==> src/design/tcsr_pkg.sv <==
// Shared types and constants for the triplet to compressed-row builder.
// Used by tcsr_mod_unit and triplet_to_csr_dedup_modp_unit; depends on nothing.

package tcsr_pkg;

    localparam int DEF_MAX_ENTRIES = 4096;
    localparam int DEF_MAX_ROWS    = 1024;
    localparam int DEF_MAX_COLS    = 1024;

    localparam int ROW_W   = 10;
    localparam int COL_W   = 10;
    localparam int VALUE_W = 32;
    localparam int RIDX_W  = 13;
    localparam int FV_W    = 31;
    localparam int EXT_W   = 11;
    localparam int CNT_W   = 13;

    localparam int S_TDATA_W = 72;
    localparam int M_TDATA_W = 96;
    localparam int PADDR_W   = 3;

    localparam logic [30:0] MODULUS_RESET = 31'd42013;

    localparam logic [PADDR_W-1:0] ADDR_MODULUS = 3'd0;
    localparam logic [PADDR_W-1:0] ADDR_VALUES  = 3'd4;

    typedef enum logic [1:0] {
        REQ_ADD        = 2'd0,
        REQ_COMPRESS   = 2'd1,
        REQ_READ_PTR   = 2'd2,
        REQ_READ_ENTRY = 2'd3
    } t_req;

    typedef enum logic [1:0] {
        ST_OK             = 2'd0,
        ST_FULL           = 2'd1,
        ST_NOT_COMPRESSED = 2'd2,
        ST_RANGE          = 2'd3
    } t_status;

    typedef enum logic [4:0] {
        S_IDLE, S_ADD_MOD, S_ADD_FIN, S_RD_CHK, S_RD_FIN,
        S_CLR_FP, S_HIST_RD, S_HIST_FP, S_HIST_WR, S_PFX_RD, S_PFX_WR,
        S_SCT_RD, S_SCT_FP, S_SCT_WR, S_CLR_LCP,
        S_MRG_ROW, S_MRG_END, S_MRG_EL, S_MRG_LCP, S_MRG_CHK,
        S_MRG_WAITN, S_MRG_WAITD, S_MRG_ADD1, S_MRG_ADD2, S_MRG_CTR,
        S_RESULT
    } t_state;

    typedef struct packed {
        logic               start;
        logic [VALUE_W-1:0] x;
    } t_mod_req;

    typedef struct packed {
        logic            busy;
        logic [FV_W-1:0] residue;
        logic [FV_W-1:0] centered;
    } t_mod_rsp;

endpackage

==> src/design/tcsr_mod_unit.sv <==
// Iterative reducer: signed 32-bit value modulo a 31-bit prime, one quotient bit per cycle.
// Gives the residue in [0, p) and its centered form. Depends on tcsr_pkg.

module tcsr_mod_unit (
    input  logic                   i_clk,
    input  logic                   i_rst_n,
    input  tcsr_pkg::t_mod_req     i_req,
    input  logic [30:0]            i_p,
    output tcsr_pkg::t_mod_rsp     o_rsp
);

    logic        r_busy, n_busy;
    logic [5:0]  r_cnt, n_cnt;
    logic [31:0] r_mag, n_mag;
    logic [31:0] r_rem, n_rem;
    logic        r_neg, n_neg;
    logic [30:0] r_res, n_res;
    logic [30:0] r_ctr, n_ctr;

    always_comb begin
        logic [31:0] t;
        logic [31:0] p32;
        p32    = {1'b0, i_p};
        t      = {r_rem[30:0], r_mag[31]};
        n_busy = r_busy;
        n_cnt  = r_cnt;
        n_mag  = r_mag;
        n_rem  = r_rem;
        n_neg  = r_neg;
        n_res  = r_res;
        n_ctr  = r_ctr;
        if (i_req.start) begin
            n_busy = 1'b1;
            n_cnt  = 6'd0;
            n_neg  = i_req.x[31];
            n_mag  = i_req.x[31] ? (~i_req.x + 32'd1) : i_req.x;
            n_rem  = 32'd0;
        end else if (r_busy) begin
            if (r_cnt < 6'd32) begin
                n_mag = {r_mag[30:0], 1'b0};
                n_rem = (t >= p32) ? (t - p32) : t;
                n_cnt = r_cnt + 6'd1;
            end else if (r_cnt == 6'd32) begin
                n_res = (r_neg && (r_rem != 32'd0)) ? (i_p - r_rem[30:0]) : r_rem[30:0];
                n_cnt = r_cnt + 6'd1;
            end else begin
                n_ctr  = (r_res > (i_p >> 1)) ? (r_res - i_p) : r_res;
                n_busy = 1'b0;
            end
        end
    end

    always_ff @(posedge i_clk) begin
        if (!i_rst_n) begin
            r_busy <= 1'b0;
            r_cnt  <= 6'd0;
        end else begin
            r_busy <= n_busy;
            r_cnt  <= n_cnt;
        end
    end

    always_ff @(posedge i_clk) begin
        r_mag <= n_mag;
        r_rem <= n_rem;
        r_neg <= n_neg;
        r_res <= n_res;
        r_ctr <= n_ctr;
    end

    assign o_rsp.busy     = r_busy;
    assign o_rsp.residue  = r_res;
    assign o_rsp.centered = r_ctr;

endmodule

==> config.mk <==
export PLATFORM = sky130hd
export DESIGN_NAME = tcsr_mod_unit
export DESIGN_NICKNAME = d
export VERILOG_FILES = /design/src/design/tcsr_pkg.sv /design/src/design/tcsr_mod_unit.sv
export SDC_FILE = /design/constraint.sdc
export NUM_CORES = 1
export LEC_CHECK = 0
export BUFFER_PORTS_ARGS = -buffer_cell sky130_fd_sc_hd__buf_4
export CAP_MARGIN = 5
export CORE_MARGIN = 3
export CORE_UTILIZATION = 60
export CTS_CLUSTER_SIZE = 28
export DETAILED_ROUTE_END_ITERATION = 6
export GPL_TIMING_DRIVEN = 0
export PLACE_DENSITY = 0.85
export SYNTH_ARGS = -nofsm -noshare
export SYNTH_HDL_FRONTEND = slang
export SYNTH_SLANG_ARGS = --single-unit
==> constraint.sdc <==
create_clock -name i_clk -period 7.6 [get_ports i_clk]
set_input_delay 0 -clock i_clk [delete_from_list [all_inputs] [get_ports i_clk]]
set_output_delay 0 -clock i_clk [all_outputs]
set_load 0.01 [all_outputs]
# --- After elaboration in Yosys (flattened, before gate mapping) ---
# Index checks and enable logic that the tools add are counted.
op_classes:
  addsub: 5
  magnitude_cmp: 3
  eq_ne: 1
  mux: 13
  bitwise_logic: 5
  reduce_logical: 11
op_table:
  columns: ["op", "count"]
  rows:
  - ["32-bit 2-to-1 mux", 5]
  - ["31-bit 2-to-1 mux", 2]
  - ["31-bit subtractor", 2]
  - ["32-bit by 1-bit adder with 32-bit output, second input constant", 1]
  - ["32-bit by 31-bit >= comparator with 1-bit output", 1]
  - ["32-bit NOT", 1]
  - ["32-bit nonzero test", 1]
  - ["32-bit by 31-bit subtractor with 32-bit output", 1]
  - ["31-bit by 30-bit greater-than comparator with 1-bit output", 1]
  - ["6-bit 2-to-1 mux", 2]
  - ["4-bit AND reduction", 2]
  - ["6-bit by 1-bit adder with 6-bit output, second input constant", 1]
  - ["6-bit == test, second input constant", 1]
  - ["6-bit less-than comparator, second input constant", 1]
  - ["2-bit AND reduction", 3]
  - ["2-bit nonzero test", 3]
  - ["1-bit 2-to-1 mux", 4]
  - ["1-bit NOT", 4]
  - ["2-bit OR reduction", 1]
  - ["1-bit logical AND", 1]
totals:
  reg_bits: 134
  input_bits: 66
  output_inout_bits: 63
  elab_cells: 45

# --- Longest topological paths before layout ---
# Gate-level depths: netlist of the first run.
logic_depth:
  word_depth: 5
  depth_mapped: 13
  mapped_depth_nobuf: 13

# --- Worst setup path after synthesis of the first run ---
# OpenSTA, ideal clock, no wires.
synth_timing:
  kind: "register to register"
  start: "register r_cnt[2]"
  end: "register r_res[0] (enable)"
  setup_time_ns: 0.508
  arrival_ns: 3.891
  required_time_ns: 7.092
  path_slack_ns: 3.200
  path_stages_with_launch: 3
  path_buffers: 0
  period_less_slack_ns: 4.400
  cell_sequence: "dfxtp_1 nor3_1 nor4b_1"
synth_via:
  elab_chain_cells: 3
  word_cells_on_any_way: 4
  classes_between: "order compare (1); eq/ne (1); bitwise (1); reduce/logical (1)"
synth_rtl:
  columns: ["item", "line_no", "rtl"]
  rows:
  - ["start, declared", "tcsr_mod_unit.sv:13", "logic [5:0] r_cnt, n_cnt;"]
  - ["start signal, assigned", "tcsr_mod_unit.sv:59", "r_cnt <= n_cnt;"]
  - ["6-bit less-than comparator", "tcsr_mod_unit.sv:39", "if (r_cnt < 6'd32) begin"]
  - ["1-bit NOT (no line)", null, null]
  - ["4-bit AND reduction (no line) *", null, null]
  - ["end signal, assigned", "tcsr_mod_unit.sv:67", "r_res <= n_res;"]
  - ["end, declared", "tcsr_mod_unit.sv:17", "logic [30:0] r_res, n_res;"]
# Every way passes the cells marked *; elsewhere a longest branch is shown, timed or not.
# A chain may end at the register's enable or synchronous reset.

# --- Final worst setup path of the first run ---
layout_timing:
  start: "register r_rem[0]"
  end: "register r_res[24] (data pin)"
layout_via:
  elab_chain_cells: 3
  word_cells_on_any_way: 4
  classes_between: "add/sub (1); mux (1); reduce/logical (2)"
layout_rtl:
  columns: ["item", "line_no", "rtl"]
  rows:
  - ["start, declared", "tcsr_mod_unit.sv:15", "logic [31:0] r_rem, n_rem;"]
  - ["start signal, assigned", "tcsr_mod_unit.sv:65", "r_rem <= n_rem;"]
  - ["branches (longest 2 deep; another with 31-bit subtractor)", null, null]
  - ["31-bit 2-to-1 mux *", "tcsr_mod_unit.sv:44", "n_res = (r_neg && (r_rem != 32'd0)) ? (i_p - r_rem[30:0]) : r_rem[30:0];"]
# Every way passes the cells marked *.

==> results.cfg, run 1 <==
[outcome]
status = finished, final reports clean

[clock_network]
cts-root-buf = clkbuf_16
cts.path.max_buffers = 2
numCtsBuffers = 17
tritoncts = yes
h-tree-depth = 4
post_cts_resized = 0
path_clk_slew_ps = 60
cts.sinks = 134
clock_latency_ps = 430

[setup_path]
r2r_slack_ps = 3870
arrival_ps = 3890
worstSetupStartpointType = flip-flop
crit_type = flip-flop to flip-flop
required_ps = 7750
end_kind = flip-flop
crit-reg2reg-launch = r_rem[0]
rr_worst_depth = 12
cp_max_fo = 6
reg2reg_to = r_res[24]

[final_layout]
fillers = 1341
post-route-util_pct = 74.5
multi_input_area_um2 = 7370
area_delta_synth_final_pct = 19.3
nets = 1698
diodes = 0
fin_cells = 1747
seqCellArea_um2 = 3630
final_cell_mix = a21oi_1 (142), buf_4 (132), ha_1 (124), nor2_1 (116), nand2_1 (101)
layout-drive-gt1-share_pct = 13.6
final_common_cell = a21oi_1

[timing]
holdWs_ps = 11.7
min_period_ps = 3730
fmax_mhz = 268
rsz0062_at_grt = false
fin_ws_ps = 3870
clock_skew_ps = 13.9
hold_viol_final = 0
tns_ps = 0
relSlewSlack_pct = 29.7
setup_violations = 0
fin_crit_sh_pct = 49.1
tightest_slew_ps = 1050
maxSlewViolCount = 0

[min_path]
min_to = r_mag[3]
hold_depth = 3
worstHoldStart = i_req[3]
hold_path_class = input port to flip-flop

[routing]
antenna_left = 0
route.detailed.drc = 0
via_per_inst = 6.24
wl_per_cell_um = 18.3
drtIter0Drc = 826
totalWireLength_um = 32000
drt_first_pass_iters = 6
vias = 10900

[logic_synthesis]
synthAdderAreaFrac_pct = 14.0
ys_warn_count = 0
syn_nets = 1521
ys_seq_area_share_pct = 31.6
synth_top_area_share_pct = 24.8
synth_cell_type_count = 66
synth_cells = 1328
synth_edf_count = 95
synth.area.top_cells = edfxtp_1 (25%), ha_1 (14%), dfxtp_1 (6.8%)
synth_compound_area_share_pct = 24.0
synth_top_family_by_area = compound AO/OA/AOI/OAI gates
syn-mean-instance-area_um2 = 8.65
synth_top_area_cell = edfxtp_1
synth-simple-area-share_pct = 14.4
async_flop_share_pct = 0
synth_area_um2 = 11500
synthMuxAreaShare_pct = 3.19
yosys_register_bits = 134
yosys_most_used_dff = edfxtp_1
synth_xor_area_share_pct = 8.39

[placement]
dpl.cell_count = 1690
routabilityCongestion = 0.971
io_buffers = 128
dp_hpwl_um = 24700
dp_slack_ps = 3920

[die]
rows = 49
die_h_um = 144
initial_core_util_pct = 62.4
chipWidth_um = 144
die-area_um2 = 20800
pin_count = 129
core_um2 = 18400

[power_and_ir_drop]
power.density_nw_per_um2 = 151
peakVddDrop_mv = 0.159
p_leak_nw = 5.85

[global_route]
grt_pass1_wl_um = 51900
grt.overflow.total = 0
grt_max_degree = 41
grt_pass1_vias = 10500
antenna_found_initial = 0
grt_usage_pct = 31.1

[job]
cap_violations = 0
## how the worst max path moves through the flow
stage	from	endpoint	cells after the start
after floorplan	r_cnt[2]	r_res[0]	2
after global placement	r_cnt[2]	r_res[29]	2
after detailed placement	r_rem[0]	r_res[24]	12
after CTS	r_rem[0]	r_res[24]	12
after global routing	r_rem[0]	r_res[24]	12
final	r_rem[0]	r_res[24]	12
## final cells by class
| type | count | area share [%] |
|---|---|---|
| Buffer | 41 | 1.16 |
| Clock buffer | 22 | 3.93 |
| Clock inverter | 10 | 0.740 |
| Inverter | 90 | 2.47 |
| Multi-Input combinational cell | 1063 | 53.8 |
| Sequential cell | 134 | 26.5 |
| Tap cell | 229 | 2.09 |
| Timing Repair Buffer | 158 | 9.29 |
## per-layer routing
layer,up-vias,share of wire [%],track usage (%)
li1,5282,-,-
met1,5076,43,41.1
met2,470,48,51.7
met3,73,5.8,3.97
met4,0,3.2,12.9
met5,-,0,0
## registers in the layout, indices dropped and copies added, names as in the netlist
register / cells
r_neg: 1
r_rem: 32
r_cnt: 6
r_ctr: 31
r_mag: 32
r_res: 31
r_busy: 1
## power breakdown
part | internal, mW | switching (mW) | leakage, nW
registers | 0.809 | 0.00819 | 1.20
clock network | 0.542 | 0.330 | 0.315
logic | 0.161 | 0.215 | 4.34
total | 1.51 | 0.554 | 5.85
## cells in the mapped netlist (6+ instances only)
| cell | instances |
|---|---|
| nand3_1 | 26 |
| nor3_1 | 17 |
| clkbuf_1 | 38 |
| nor4_1 | 9 |
| nand2_1 | 101 |
| xnor2_1 | 42 |
| a31oi_1 | 17 |
| inv_1 | 89 |
| o31ai_1 | 19 |
| o22ai_1 | 23 |
| nor2b_1 | 12 |
| o21ai_0 | 93 |
| dfxtp_1 | 39 |
| nand2b_1 | 8 |
| edfxtp_1 | 95 |
| o21a_1 | 14 |
| mux2_2 | 29 |
| a21oi_1 | 143 |
| nor2_1 | 116 |
| a21o_1 | 59 |
| o211ai_1 | 6 |
| xor2_1 | 68 |
| ha_1 | 124 |
| nand4_1 | 21 |
| and3_1 | 11 |
| a211oi_1 | 8 |
## metrics by stage
step | instance area [um^2] | power, mW
after global routing | 13700 | 2.14
after floorplan | 11500 | 1.08
after detailed placement | 12800 | 1.19
final | 13700 | 2.07
after global placement | 12700 | 1.17
after CTS | 13700 | 2.06
## logic make-up after synthesis
kind of cell / after synthesis
flops: 134
buf+inv: 131
compound gates: 441
xor+xnor: 110
mux: 33
simple gates: 352
fa+ha+maj: 127
## critical path, stage by stage (launching register included)
cell and delay [ps]:
dfxtp_1 430, ha_1 220, inv_1 60, fa_1 430
a211o_1 320, o211ai_1 180, a211oi_1 180, nor3_1 410
o31ai_1 300, a2111o_1 470, a31oi_1 210, xor2_1 150
o21ai_0 90
## timing repair
item                      CTS  global route
hold buffers               25             0
hold endpoints to repair   31             0
buffers inserted            0             0
Power figures use the tool's default switching activity.
==> run 2, diff against run 1 <==
--- a/config.mk
+++ b/config.mk
@@ -5,6 +5,7 @@
 export SDC_FILE = /design/constraint.sdc
 export NUM_CORES = 1
 export LEC_CHECK = 0
+export ABC_AREA = 1
 export BUFFER_PORTS_ARGS = -buffer_cell sky130_fd_sc_hd__buf_4
 export CAP_MARGIN = 5
 export CORE_MARGIN = 3
@@ -12,7 +13,7 @@
 export CTS_CLUSTER_SIZE = 28
 export DETAILED_ROUTE_END_ITERATION = 6
 export GPL_TIMING_DRIVEN = 0
-export PLACE_DENSITY = 0.85
+export PLACE_DENSITY = 0.84
 export SYNTH_ARGS = -nofsm -noshare
 export SYNTH_HDL_FRONTEND = slang
 export SYNTH_SLANG_ARGS = --single-unit
==> constraint.sdc (replaced) <==
create_clock -name i_clk -period 3.85 [get_ports i_clk]
set_input_delay 0 -clock i_clk [delete_from_list [all_inputs] [get_ports i_clk]]
set_output_delay 0 -clock i_clk [all_outputs]
set_load 0.01 [all_outputs]
==> results.cfg, run 2 <==
[min_path]
min_to = r_mag[14]
hold_depth = 3
hold_path_class = input port to flip-flop
worstHoldStart = i_req[14]

[die]
rows = 55
initial_core_util_pct = 61.1
pin_count = 129
core_um2 = 22700
die_h_um = 158
die-area_um2 = 25000
chipWidth_um = 158

[global_route]
grt_max_degree = 30
grt_usage_pct = 37.1
grt_pass1_vias = 14100
antenna_found_initial = 0
grt_pass1_wl_um = 71800
grt.overflow.total = 0

[outcome]
status = finished with violations
violations = design-rule violations

[logic_synthesis]
ys_seq_area_share_pct = 26.2
synth.area.top_cells = nand2_1 (23%), edfxtp_1 (21%), ha_1 (11%)
async_flop_share_pct = 0
synth_area_um2 = 13900
synth_cell_type_count = 45
synth_cells = 2223
synth_top_area_cell = nand2_1
syn-mean-instance-area_um2 = 6.24
synth_commonest_cells = nand2_1 (837), inv_1 (340), nand3_1 (176)
syn_nets = 2416
yosysMostFrequentCell = nand2_1
yosys_register_bits = 134
synth_top_area_share_pct = 22.7
yosys_most_used_dff = edfxtp_1
synth_edf_count = 95
ys_warn_count = 0

[routing]
vias = 15500
drtIter0Drc = 1759
via_per_inst = 5.75
wl_per_cell_um = 17.4
route.detailed.drc = 3
totalWireLength_um = 47000
drt_first_pass_iters = 7
antenna_left = 0

[setup_path]
arrival_ps = 2950
required_ps = 4010
crit-reg2reg-launch = r_rem[0]
worstSetupStartpointType = flip-flop
rr_worst_depth = 11
cp_max_fo = 5
crit_type = flip-flop to flip-flop
reg2reg_to = r_res[10]
end_kind = flip-flop
r2r_slack_ps = 1060

[timing]
clock_skew_ps = 15.8
rsz0062_at_grt = false
maxSlewViolCount = 0
min_period_ps = 2790
tightest_slew_ps = 1320
relSlewSlack_pct = 11.1
fin_ws_ps = 1060
fmax_mhz = 358
hold_viol_final = 0
fin_crit_sh_pct = 72.5
setup_violations = 0

[final_layout]
nets = 2595
post-route-util_pct = 71.1
fin_cells = 2700
top_regs = r_mag (32), r_rem (32)
fillers = 1973
final_common_cell = nand2_1
layout-drive-gt1-share_pct = 9.11
diodes = 0
final_cell_mix = nand2_1 (837), inv_1 (340), nand3_1 (176), nor2_1 (162), buf_4 (130)
area_delta_synth_final_pct = 16.4

[clock_network]
cts-root-buf = clkbuf_16
h-tree-depth = 4
cts.path.max_buffers = 2
cts.sinks = 134
tritoncts = yes
numCtsBuffers = 17
clock_latency_ps = 430
post_cts_resized = 0
path_clk_slew_ps = 70

[job]
cap_violations = 0

[power_and_ir_drop]
p_leak_nw = 8.44
peakVddDrop_mv = 0.258
power.density_nw_per_um2 = 261

[placement]
dp_hpwl_um = 38500
routabilityCongestion = 1.04
dpl.cell_count = 2640
io_buffers = 128
dp_slack_ps = 1250
run 2: cell count changes in the layout (fill, tap and decap cells not counted), sizes merged, moves of 33 or more:
cell / previous run / this run
nand2: 101 / 846
inv: 93 / 345
nand3: 26 / 179
a21o: 59 / 3
nor2: 116 / 170
a21oi: 143 / 109
xor2: 68 / 35
run 2: stage by stage:
stage	instance area, um^2	hold WS, ps	setup TNS (ps)	total power [mW]
floorplan	13900	98.9	0	2.20
global placement	15200	187	-8650	2.45
detailed placement	15300	193	0	2.48
CTS	16200	2.07	0	4.19
global route	16200	7.40	0	4.38
finish	16200	12.3	0	4.22
run 2: worst max path at each step:
stage              from         to
3_5_place_dp   r_rem[0]  r_res[10]
6_report       r_rem[0]  r_res[10]
2_1_floorplan  r_cnt[0]   r_ctr[0]
4_1_cts        r_rem[0]  r_res[10]
5_1_grt        r_res[0]  r_ctr[26]
3_3_place_gp   r_cnt[0]  r_ctr[21]
run 2: repair_timing:
item | in CTS | in global routing
endpoints found under the setup margin | 0 | 0
setup buffers | 0 | 0
hold buffers | 28 | 0
endpoints found under the hold margin | 33 | 0
run 2: layout make-up:
cell class                      count  area (um^2)  share of cell area [%]
Inverter                          342         1280                    7.95
Clock buffer                       19          443                    2.74
Multi-Input combinational cell   1707         8750                    54.2
Clock inverter                     13          165                    1.02
Buffer                             40          223                    1.38
Sequential cell                   134         3630                    22.5
Timing Repair Buffer              160         1290                    8.02
Tap cell                          285          357                    2.21
run 2: kinds of logic (layout without fill, tap and decap cells):
kind of cell,count (synthesis),after routing,share of synthesized area [%]
and+or+nand+nor,1281,1281,38.4
buffers and inverters,382,574,10.9
AOI/OAI and AO/OA,235,235,8.89
DFF,134,134,26.2
adders and majority gates,127,127,11.6
xor gates and xnor gates,64,64,4.04
run 2: routing by layer:
metal  wire length, um  global-route usage [%]  up-vias
li1                  -                       -     7505
met1             19500                    50.2     7026
met2             21000                    59.6      875
met3              4660                    6.78      129
met4              1830                    13.4        0
met5                 0                       0        -
run 2: worst max-delay path, cell delays in order (launching register included):
cell and delay, ps:
dfxtp_1 480, ha_1 200, inv_1 110, fa_1 420
nand3_1 100, nand2_1 130, nand2_1 110, nand2_1 110
nand2_1 90, nand2_1 140, xnor2_1 190, o21ai_0 440
run 2: report_power, final:
group,total [mW],internal [mW],switching (mW)
Clock,1.72,0.993,0.723
Sequential,1.61,1.60,0.0155
Combinational,0.890,0.312,0.578
Total,4.22,2.90,1.32
